<file path="src/cba_pkg.sv">
package cba_pkg;

	localparam int BLOCKS = 64;
	localparam int IDX_W = $clog2(BLOCKS);
	localparam int LEN_W = $clog2(BLOCKS + 1);
	localparam int RUN_MAX = 127;

	localparam logic OP_ALLOC = 1'b0;
	localparam logic OP_SET = 1'b1;

	localparam logic [1:0] MODE_BEST = 2'd0;
	localparam logic [1:0] MODE_FIRST = 2'd1;
	localparam logic [1:0] MODE_WORST = 2'd2;

	localparam logic [1:0] STAT_OK = 2'd0;
	localparam logic [1:0] STAT_FAIL = 2'd1;
	localparam logic [1:0] STAT_SET = 2'd2;

	typedef enum logic [2:0] {
		S_CLEAR,
		S_IDLE,
		S_SCAN,
		S_DECIDE,
		S_MARK
	} state_t;

	function automatic logic [6:0] sat_run(input logic [LEN_W-1:0] n);
		if (32'(n) > 32'(RUN_MAX)) begin
			return 7'(RUN_MAX);
		end
		return 7'(n);
	endfunction

endpackage

</file>
<file path="src/cba_ram.sv">
module cba_ram #(
	parameter int DEPTH = 64,
	parameter int WIDTH = 1
) (
	input  logic                     clk,
	input  logic                     we,
	input  logic [$clog2(DEPTH)-1:0] waddr,
	input  logic [WIDTH-1:0]         wdata,
	input  logic                     re,
	input  logic [$clog2(DEPTH)-1:0] raddr,
	output logic [WIDTH-1:0]         rdata
);

	logic [WIDTH-1:0] mem_q [DEPTH];

	always_ff @(posedge clk) begin
		if (we) begin
			mem_q[waddr] <= wdata;
		end
	end

	always_ff @(posedge clk) begin
		if (re) begin
			rdata <= mem_q[raddr];
		end
	end

endmodule

</file>
<file path="src/contiguous_block_allocator_top.sv">
// channel   | handshake                  | payload
// ----------+----------------------------+---------------------------------------------
// request   | start, busy (accept when   | opcode, block_count, block_index, block_used
//           | start & !busy)             |
// result    | done (one-cycle strobe)    | status, start_block, run_length
// config    | cfg_valid, cfg_ready       | fit_mode
//
// a set item: the map bit is written at accept, done follows next cycle
// an allocate item scans the map (one map read a cycle through the single read port,
// then a wait for the last read to land), decides, then marks one block a cycle;
// done follows next; if nothing fits, done follows the decision without marking
// after reset a clearing pass writes every map entry free, with busy high
// the receiver cannot stall: each result is shown for exactly one cycle
module contiguous_block_allocator_top (
	input  logic       clk,
	input  logic       arst_n,
	input  logic       start,
	output logic       busy,
	input  logic       opcode,
	input  logic [6:0] block_count,
	input  logic [5:0] block_index,
	input  logic       block_used,
	output logic       done,
	output logic [1:0] status,
	output logic [5:0] start_block,
	output logic [6:0] run_length,
	input  logic       cfg_valid,
	output logic       cfg_ready,
	input  logic [1:0] fit_mode
);

	localparam int IW = cba_pkg::IDX_W;
	localparam int LW = cba_pkg::LEN_W;
	localparam logic [IW-1:0] LAST = IW'(cba_pkg::BLOCKS - 1);

	cba_pkg::state_t state_q, state_d;

	logic [1:0]    mode_q;
	logic [6:0]    count_q;
	logic [IW-1:0] clr_addr_q;
	logic [IW-1:0] rd_addr_q;
	logic          rd_on_q;
	logic          valid_s1;
	logic [IW-1:0] idx_s1;
	logic [IW-1:0] run_start_q;
	logic [LW-1:0] run_len_q;
	logic [IW-1:0] big_start_q;
	logic [LW-1:0] big_len_q;
	logic          first_ok_q;
	logic [IW-1:0] first_start_q;
	logic          best_ok_q;
	logic [IW-1:0] best_start_q;
	logic [LW-1:0] best_len_q;
	logic [IW-1:0] mark_addr_q;
	logic [IW-1:0] alloc_start_q;
	logic [6:0]    mark_cnt_q;
	logic          done_q;
	logic [1:0]    status_q;
	logic [5:0]    start_block_q;
	logic [6:0]    run_length_q;

	logic          accept;
	logic          ram_we;
	logic [IW-1:0] ram_waddr;
	logic          ram_wdata;
	logic          ram_re;
	logic          ram_rdata;

	logic          free_s1;
	logic          last_s1;
	logic [LW-1:0] ext_len;
	logic [IW-1:0] cl_start;
	logic [LW-1:0] cl_len;
	logic          cl_valid;
	logic          cl_fits;

	logic          dec_ok;
	logic [IW-1:0] dec_start;

	assign busy = (state_q != cba_pkg::S_IDLE);
	assign accept = start && !busy;
	assign cfg_ready = 1'b1;
	assign done = done_q;
	assign status = status_q;
	assign start_block = start_block_q;
	assign run_length = run_length_q;

	cba_ram #(
		.DEPTH(cba_pkg::BLOCKS),
		.WIDTH(1)
	) u_map (
		.clk  (clk),
		.we   (ram_we),
		.waddr(ram_waddr),
		.wdata(ram_wdata),
		.re   (ram_re),
		.raddr(rd_addr_q),
		.rdata(ram_rdata)
	);

	// run tracking on the bit that came back from the map
	assign free_s1 = !ram_rdata;
	assign last_s1 = (idx_s1 == LAST);
	assign ext_len = run_len_q + LW'(1);
	assign cl_start = (run_len_q == '0) ? idx_s1 : run_start_q;
	assign cl_len = free_s1 ? ext_len : run_len_q;
	// a run closes at a used block, or at the end of the map
	assign cl_valid = valid_s1 && (!free_s1 || last_s1);
	assign cl_fits = (count_q != '0) && (32'(cl_len) >= 32'(count_q));

	always_comb begin
		case (mode_q)
			cba_pkg::MODE_BEST: begin
				dec_ok = best_ok_q;
				dec_start = best_start_q;
			end
			cba_pkg::MODE_WORST: begin
				dec_ok = (count_q != '0) && (32'(big_len_q) >= 32'(count_q));
				// centered in the largest run, rounded down
				dec_start = IW'(LW'(big_start_q) + ((big_len_q - LW'(count_q)) >> 1));
			end
			default: begin
				dec_ok = first_ok_q;
				dec_start = first_start_q;
			end
		endcase
	end

	always_comb begin
		state_d = state_q;
		ram_we = 1'b0;
		ram_waddr = mark_addr_q;
		ram_wdata = 1'b1;
		ram_re = 1'b0;
		case (state_q)
			cba_pkg::S_CLEAR: begin
				ram_we = 1'b1;
				ram_waddr = clr_addr_q;
				ram_wdata = 1'b0;
				if (clr_addr_q == LAST) begin
					state_d = cba_pkg::S_IDLE;
				end
			end
			cba_pkg::S_IDLE: begin
				if (accept) begin
					if (opcode == cba_pkg::OP_SET) begin
						ram_we = (32'(block_index) < 32'(cba_pkg::BLOCKS));
						ram_waddr = IW'(block_index);
						ram_wdata = block_used;
					end else begin
						state_d = cba_pkg::S_SCAN;
					end
				end
			end
			cba_pkg::S_SCAN: begin
				ram_re = rd_on_q;
				if (valid_s1 && last_s1) begin
					state_d = cba_pkg::S_DECIDE;
				end
			end
			cba_pkg::S_DECIDE: begin
				state_d = dec_ok ? cba_pkg::S_MARK : cba_pkg::S_IDLE;
			end
			cba_pkg::S_MARK: begin
				ram_we = 1'b1;
				if (mark_cnt_q == 7'd1) begin
					state_d = cba_pkg::S_IDLE;
				end
			end
			default: begin
				state_d = cba_pkg::S_IDLE;
			end
		endcase
	end

	always_ff @(posedge clk or negedge arst_n) begin
		if (!arst_n) begin
			state_q <= cba_pkg::S_CLEAR;
			mode_q <= cba_pkg::MODE_FIRST;
			clr_addr_q <= '0;
			rd_on_q <= 1'b0;
			valid_s1 <= 1'b0;
			done_q <= 1'b0;
		end else begin
			state_q <= state_d;
			done_q <= 1'b0;
			if (cfg_valid && cfg_ready) begin
				mode_q <= fit_mode;
			end
			if (state_q == cba_pkg::S_CLEAR) begin
				clr_addr_q <= clr_addr_q + IW'(1);
			end
			valid_s1 <= (state_q == cba_pkg::S_SCAN) && rd_on_q;
			if (accept && opcode == cba_pkg::OP_ALLOC) begin
				rd_on_q <= 1'b1;
			end else if (state_q == cba_pkg::S_SCAN && rd_addr_q == LAST) begin
				rd_on_q <= 1'b0;
			end
			if (accept && opcode == cba_pkg::OP_SET) begin
				done_q <= 1'b1;
			end
			if (state_q == cba_pkg::S_DECIDE && !dec_ok) begin
				done_q <= 1'b1;
			end
			if (state_q == cba_pkg::S_MARK && mark_cnt_q == 7'd1) begin
				done_q <= 1'b1;
			end
		end
	end

	always_ff @(posedge clk) begin
		if (accept) begin
			count_q <= block_count;
			rd_addr_q <= '0;
			run_start_q <= '0;
			run_len_q <= '0;
			big_start_q <= '0;
			big_len_q <= '0;
			first_ok_q <= 1'b0;
			first_start_q <= '0;
			best_ok_q <= 1'b0;
			best_start_q <= '0;
			best_len_q <= '0;
			if (opcode == cba_pkg::OP_SET) begin
				status_q <= cba_pkg::STAT_SET;
				start_block_q <= block_index;
				run_length_q <= '0;
			end
		end
		if (state_q == cba_pkg::S_SCAN && rd_on_q) begin
			idx_s1 <= rd_addr_q;
			rd_addr_q <= rd_addr_q + IW'(1);
		end
		if (state_q == cba_pkg::S_SCAN && valid_s1) begin
			if (free_s1) begin
				if (run_len_q == '0) begin
					run_start_q <= idx_s1;
				end
				run_len_q <= ext_len;
			end
			if (cl_valid) begin
				run_len_q <= '0;
				if (cl_len > big_len_q) begin
					big_len_q <= cl_len;
					big_start_q <= cl_start;
				end
				if (cl_fits) begin
					if (!first_ok_q) begin
						first_ok_q <= 1'b1;
						first_start_q <= cl_start;
					end
					if (!best_ok_q || cl_len < best_len_q) begin
						best_ok_q <= 1'b1;
						best_start_q <= cl_start;
						best_len_q <= cl_len;
					end
				end
			end
		end
		if (state_q == cba_pkg::S_DECIDE) begin
			mark_addr_q <= dec_start;
			alloc_start_q <= dec_start;
			mark_cnt_q <= count_q;
			if (!dec_ok) begin
				status_q <= cba_pkg::STAT_FAIL;
				start_block_q <= 6'(big_start_q);
				run_length_q <= cba_pkg::sat_run(big_len_q);
			end
		end
		if (state_q == cba_pkg::S_MARK) begin
			mark_addr_q <= mark_addr_q + IW'(1);
			mark_cnt_q <= mark_cnt_q - 7'd1;
			if (mark_cnt_q == 7'd1) begin
				status_q <= cba_pkg::STAT_OK;
				start_block_q <= 6'(alloc_start_q);
				run_length_q <= count_q;
			end
		end
	end

endmodule

</file>
<file path="config.mk">
export PLATFORM = sky130hd
export DESIGN_NAME = contiguous_block_allocator_top
export DESIGN_NICKNAME = d
export VERILOG_FILES = /design/src/cba_pkg.sv /design/src/cba_ram.sv /design/src/contiguous_block_allocator_top.sv
export SDC_FILE = /design/constraint.sdc
export NUM_CORES = 1
export LEC_CHECK = 0
export BUFFER_PORTS_ARGS = -buffer_cell sky130_fd_sc_hd__buf_2
export CORE_MARGIN = 3
export CORE_UTILIZATION = 45
export DETAILED_ROUTE_END_ITERATION = 12
export RECOVER_POWER = 25
export SYNTH_ARGS = -nofsm -noshare
export SYNTH_HDL_FRONTEND = slang
export SYNTH_SLANG_ARGS = --single-unit
</file>
<file path="constraint.sdc">
create_clock -name clk -period 2.98 [get_ports clk]
set_input_delay 0.745 -clock clk [delete_from_list [all_inputs] [get_ports clk]]
set_output_delay 0.745 -clock clk [all_outputs]
set_load 0.01 [all_outputs]
</file>
==> impl_results.md, run 1 <==
- Largest net degree at the start of global routing: 65
- Worst-skew pair later-pin latency: about 450 ps
- CTS Buf Count: 17
- Seq cells post-synth: 179
- Final Cycle Share: 95.8%
- CTS root buf: clkbuf_16
- ANT nets after route: 0
- RSZ-0062 raised after global routing: true
- Slowest cell on crit path: fa_2
- Cells after DPL: 1,166
- Maxcap violations: 0
- Vias: 6,575
- Sequential area share after synthesis: about half
- Clk slew on worst S/H paths: 80 ps
- Final Cell Area: 10,500 µm²
- Reg2Reg Launch Point: count_q[0]
- Post-synthesis cell type count: 70
- Placed Area: 9770 µm²
- Initial DRC count: 462
- Crit Path Class: register to register
- Die footprint: 22,000 µm²
- Main synth FF type: edfxtp_1
- Status: finished, final reports clean
- Final clock skew: 18.9 ps
- Netlist Area Pre-Place: 9110 µm²
- Pre-antenna DRT Iters: 5
- Vias in the first global route: 6,405
- Non-filler cells, final: 1,201
- R2r setup slk: between 100 and 150 ps
- Clock sinks: 179
- Post-synth EDFFs: 103
- Setup TNS: 0 ps
- Crit path DAT: 3050 ps
- DP Worst Slack: -12.6 ps
- Critical Path Source Type: register
- Via-per-instance ratio: 5.47
- Synth Warn #: 0
- Clk buf depth: 2
- Slew Viols, Final: 0
- Pleak: 4.66 nW
- Req. time, crit path: 3170 ps
- First-pass GRT wire length: around 34 mm
- Grt total ovfl: 0
- Hold-fix buffers, CTS: 0
- Syn Nets: about 920
- Peak VDD IR: 0.374 mV
- Slew @ Worst Pin: 1170 ps
- Final WS setup: 124 ps
- I/O pin cnt: 39
- Drc violations: 0
- Die width: ~150 µm
- Core Util, Final: 53.2%
- Final Hold Viols: 0
- Site row count: 51
- Pwr dens: 482 nW/µm²
- Post-layout nets: between 900 and 1,000
- Final wirelength: roughly 22 mm
- CP Cell Sequence: ha_1, inv_1, fa_2, ha_2, inv_1, fa_1, inv_1, a21o_1, a21oi_1, xnor2_1, a21o_1, mux2_2
- Min Clock Period, post-route: 2860 ps
- Crit-path max cell delay: 530 ps
- Post-Syn Area per Cell: 10.6 µm²
- WHS Path Cells: 2
- Layout cell share with drive strength beyond 1: roughly 15%
- DIE HEIGHT: 148 µm
- Avg WL per Cell: 18.2 µm
- Setup violators final: 0
- Synth async-reset ratio: 7.82%
- Core area: 19,700 µm²
- Worst hold endpoint: run_start_q[1]
- FF-to-FF path depth: 12
- CTS tree: yes
- Diode count: 0
- PnR Total Power: just over 5 mW
- Min Hold Slack: 462 ps
- Worst path most repeated cell: inv_1
- Initial Util: 46.4%
- FMAX: 0.350 GHz
- Area delta synth->final: 14.8%
- Cells after Synth: 861
- Slew headroom: between 20% and 30%
- Routability cong.: 0.832
- Total track usage: roughly a fifth
- CP endpoint kind: register
- RR Endpoint: mark_addr_q[4]
- Initial antenna violation count: 0
- I/O Buffers: 37
- Fill count: 1,826
- DP HPWL: 15.4 mm
- Hold Path Origin: run_start_q[1]
- HP Class: register to register
- H-tree levels: 4
- CP Max Fanout: 3
## how the worst max path moves through the flow
stage	startpoint	end	slack, ps	cells past startpoint
2_1_floorplan	count_q[0]	mark_addr_q[5]	130	13
3_3_place_gp	count_q[0]	mark_addr_q[5]	80	13
3_5_place_dp	count_q[1]	mark_addr_q[5]	-10	12
4_1_cts	count_q[0]	mark_addr_q[5]	10	13
5_1_grt	count_q[2]	mark_addr_q[5]	-50	12
6_report	count_q[0]	mark_addr_q[4]	120	12
## cells by family (layout without fill, tap and decap cells)
group / count (synthesis) / count (layout) / share of synthesized area (%)
multiplexers: 70 / 70 / 9.95
other: 1 / 1 / 0.0412
AO/OA/AOI/OAI: 152 / 152 / 10.9
adder cells (fa/ha/maj): 41 / 41 / 5.79
XOR/XNOR: 30 / 30 / 3.12
buffers and inverters: 79 / 154 / 3.58
flip-flops: 179 / 179 / 51.4
AND/OR/NAND/NOR: 309 / 309 / 15.2
## report_power, final
| group | switching, mW | total [mW] | leakage [nW] | internal [mW] |
|---|---|---|---|---|
| Combinational | 0.0417 | 0.0713 | 2.55 | 0.0297 |
| Clock | 1.20 | 2.37 | 0.304 | 1.17 |
| Sequential | 0.00839 | 2.60 | 1.81 | 2.59 |
## timing repair
| item | 4_1_cts | 5_1_grt |
|---|---|---|
| gates resized for setup | 1 | 24 |
| setup endpoints to repair | 1 | 38 |
| cloned | 0 | 1 |
| setup buffers | 0 | 2 |
| pin swaps | 0 | 5 |
## synth_stat cells (6+ instances only)
cell	number	area share [%]
nand3_1	24	1.3
a31oi_1	6	0.41
o21ai_0	50	2.7
mux4_2	16	4.0
nor2b_1	7	0.48
ha_1	39	5.4
xnor2_1	18	1.7
nor2_1	112	4.6
mux2i_1	49	5.4
nand2b_1	9	0.62
a21oi_1	24	1.3
nand4_1	7	0.48
a21o_1	8	0.66
dfrtp_1	13	3.6
dfxtp_1	62	14
clkbuf_1	22	0.91
nor3_1	10	0.55
xor2_1	10	0.96
o31ai_1	6	0.49
edfxtp_1	103	34
nand2_1	111	4.6
buf_2	9	0.49
inv_1	41	1.7
a22oi_1	10	0.82
## worst max-delay path: cells and delay by family (launching register included)
kind	cells	cell delay (ps)
adders and majority gates	4	1330
AOI/OAI and AO/OA	3	360
DFF	1	350
muxes	1	250
buffers and inverters	3	190
xor gates and xnor gates	1	130
## cell type report
cell class,instances,area [µm²],share of cell area (%)
clock buffer,17,425,4.07
clock inverter,15,214,2.05
inverter,42,158,1.51
multi-input combinational,603,4160,39.7
sequential,179,4690,44.8
tap,265,332,3.17
timing repair buffer,80,489,4.68
## placed cells by master, fill, tap and decap left out, drive strengths merged, types with 4 or more instances in the layout
cell / instances
edfxtp: 103
a31oi: 6
a21oi: 24
dfxtp: 62
mux2i: 49
inv: 50
o21ai: 50
a31o: 4
clkinv: 6
nand2b: 9
a21o: 8
nor2: 112
mux2: 5
xnor2: 18
nand4: 7
buf: 54
nor3: 11
o22ai: 5
a221oi: 4
nor2b: 7
clkbuf: 43
ha: 39
nand2: 111
or3: 5
a22oi: 10
dfrtp: 13
nor3b: 5
o31ai: 7
a21boi: 4
nand3: 24
xor2: 11
and3: 5
a211oi: 6
mux4: 16
## layer usage
metal	wire (µm)	share of wire [%]	up-vias	GRT usage, %
met2	11200	51	92	35.2
met5	0	0	-	0
met3	723	3.3	14	3.60
li1	-	-	3224	-
met1	9730	45	3245	26.2
met4	193	0.88	0	4.53
## flip-flops by register name, indices dropped and copies added (netlist names), 7 cells and up
name	count
u_map.mem_q	64
best_len_q	7
big_len_q	7
count_q	7
mark_cnt_q	7
run_len_q	7
run_length	7
(Power assumes the default switching activity.)
==> inputs of run 2 (changes only) <==
--- a/config.mk
+++ b/config.mk
@@ -7,9 +7,11 @@
 export LEC_CHECK = 0
 export BUFFER_PORTS_ARGS = -buffer_cell sky130_fd_sc_hd__buf_2
 export CORE_MARGIN = 3
-export CORE_UTILIZATION = 45
+export CORE_UTILIZATION = 30
+export CTS_CLUSTER_SIZE = 14
 export DETAILED_ROUTE_END_ITERATION = 12
 export RECOVER_POWER = 25
+export SETUP_SLACK_MARGIN = 0.4
 export SYNTH_ARGS = -nofsm -noshare
 export SYNTH_HDL_FRONTEND = slang
 export SYNTH_SLANG_ARGS = --single-unit
==> run 2 against run 1 <==
Net effect:
- combinational power fell by 11%
- via count rose by 3.0%
- clock power rose by 4%
- critical path depth did not move
- final area rose by 9.4%
- largest cell class unchanged
==> impl_results.md, run 2 (synthesis results as in run 1) <==
- Total track usage: 13.7% (-6.4 points)
- Sequential cell fraction of total power: 50.8% (-0.8 points)
- Core area: 29,800 µm² (+52%)
- Final Cycle Share: 96.9% (+1.0 points)
- HP Class: register to register
- Slew headroom: 26.2% (+4.2 points)
- Site row count: 63 (+24%)
- Core Util, Final: 38.4% (-15 points)
- DP Worst Slack: 101 ps (+114 ps)
- Sw frac: 19.9% (-4.8 points)
- Leading cell type in the layout, fill and taps excluded: nor2_1
- Clk slew on worst S/H paths: 70 ps (about the same)
- Comb pwr share: 1.2% (-0.2 points)
- Layout cell share with drive strength beyond 1: 24.9% (+10 points)
- Area delta synth->final: 25.6%
- Vias: 6,775 (+3.0%)
- Via-per-instance ratio: 5.00 (-8.7%)
- Reg2Reg Launch Point: count_q[1]
- Crit Path Class: register to register
- Die width: 180 µm (+22%)
- Final clock skew: 9.41 ps (-9.49 ps)
- Critical Path Source Type: register
- Initial antenna violation count: 0 (unchanged)
- Reg with most FFs: u_map.mem_q
- Most frequent cells in the layout: 105 x nor2_1, 103 x edfxtp_1, 100 x nand2_1
- CTS root buf: clkbuf_16
- Routability cong.: 0.881 (+5.8%)
- Final Hold Viols: 0 (unchanged)
- Largest net degree at the start of global routing: 65 (unchanged)
- DIE HEIGHT: 180 µm (+22%)
- RR Endpoint: mark_addr_q[5]
- Maxcap violations: 0 (unchanged)
- Total internal power: 4.11 mW (+8.2%)
- Drc violations: 0 (unchanged)
- Min Hold Slack: 457 ps (-5.13 ps)
- Avg WL per Cell: 16.9 µm (-7.1%)
- H-tree levels: 4 (unchanged)
- Initial Util: 30.6% (-16 points)
- Req. time, crit path: 3260 ps (+90 ps)
- Clock Power Share: 48.0% (+1.0 points)
- FMAX: 0.346 GHz (-1.1%)
- Vias in the first global route: 6,598 (+3.0%)
- DP HPWL: 15.8 mm (+2.3%)
- Status: finished, final reports clean
- Pre-antenna DRT Iters: 5 (unchanged)
- Final Cell Area: 11,400 µm² (+9.4%)
- CP endpoint kind: register
- Min Clock Period, post-route: 2890 ps (+30.8 ps)
- Worst-skew pair later-pin latency: 430 ps (-20 ps)
- R2r setup slk: 90 ps (-30 ps)
- Final WS setup: 93.1 ps (-30.8 ps)
- I/O Buffers: 37 (unchanged)
- CP Max Fanout: 3 (unchanged)
- I/O pin cnt: 39 (unchanged)
- Clk buf depth: 2 (unchanged)
- Critical path origin: count_q[1]
- Initial DRC count: 466 (+0.87%)
- Max reg flops: 64 (unchanged)
- Worst Setup EP: mark_addr_q[5]
- Slew Viols, Final: 0 (unchanged)
- NetSw: 1.02 mW (-18%)
- Pwr dens: 449 nW/µm² (-7.0%)
- FF-to-FF path depth: 12 (unchanged)
- CTS tree: yes
- Post-layout nets: 1,016 (+3.1%)
- PnR Total Power: 5.13 mW (+1.8%)
- Die footprint: 32,500 µm² (+48%)
- Final wirelength: 22.9 mm (+4.9%)
- Pleak: 4.94 nW (+5.9%)
- First-pass GRT wire length: 35.3 mm (+2.6%)
- Grt total ovfl: 0 (unchanged)
- Slew @ Worst Pin: 1110 ps (-62.7 ps)
- Setup violators final: 0 (unchanged)
- RSZ-0062 raised after global routing: true
- ANT nets after route: 0 (unchanged)
- CTS Buf Count: 17 (unchanged)
- Crit path DAT: 3170 ps (+120 ps)
- WHS Path Cells: 2 (unchanged)
- Clock sinks: 179 (unchanged)
- Peak VDD IR: 0.361 mV (-3.3%)
- Diode count: 0 (unchanged)
- Placed Area: 9970 µm² (+2.1%)
- Hold-fix buffers, CTS: 0 (unchanged)
-- run 2: cell type report --
cell class                 instances  area (µm²)
tap                              390         488
timing repair buffer             111         763
sequential                       179        4700
fill                            2912       18400
multi-input combinational        603        4690
clock inverter                    12         204
inverter                          42         160
clock buffer                      19         433
-- run 2: worst min path at each step --
stage	from	slack, ps	to
after global routing	block_count[5]	450	count_q[5]
after detailed placement	run_start_q[1]	450	run_start_q[1]
final	run_start_q[2]	460	run_start_q[2]
after floorplan	rd_addr_q[2]	420	idx_s1[2]
after global placement	best_start_q[3]	440	best_start_q[3]
after CTS	arst_n	250	clr_addr_q[2]
-- run 2: power groups by stage --
stage	Sequential [mW]	Combinational (mW)	Clock, mW
4_1_cts	2.61	0.0624	2.51
3_5_place_dp	2.66	0.0620	0
5_1_grt	2.61	0.0701	2.61
6_report	2.61	0.0636	2.46
2_1_floorplan	2.65	0.0366	0
3_3_place_gp	2.66	0.0616	0
-- run 2: metrics by stage --
stage,setup TNS [ps],std cells
final,0,1356
after global routing,-55.7,1356
after CTS,0,1334
after detailed placement,0,1287
after global placement,0,1287
after floorplan,0,861
-- run 2: layer usage --
layer / GRT usage, % / vias to the layer above / wire length [µm]
li1: - / 3278 / -
met1: 18.0 / 3330 / 10400
met2: 22.2 / 139 / 11000
met3: 3.17 / 28 / 1050
met4: 4.76 / 0 / 472
met5: 0 / - / 0
-- run 2: critical path, cell delays in order, from the launching register on --
cell and delay, ps:
edfxtp_1 410, inv_2 120, ha_4 210, nor2b_4 120, o31a_1 310, o21a_1 190
nor2_1 130, xnor2_1 140, ha_1 290, a21oi_2 160, xnor3_1 220, a211o_1 280
a31oi_1 160
-- run 2: timing repair --
item,CTS,global route
buffers inserted,16,21
pin swaps,27,26
gates cloned,0,1
hold endpoints to repair,0,0
gates resized for setup,49,75
setup endpoints to repair,58,115
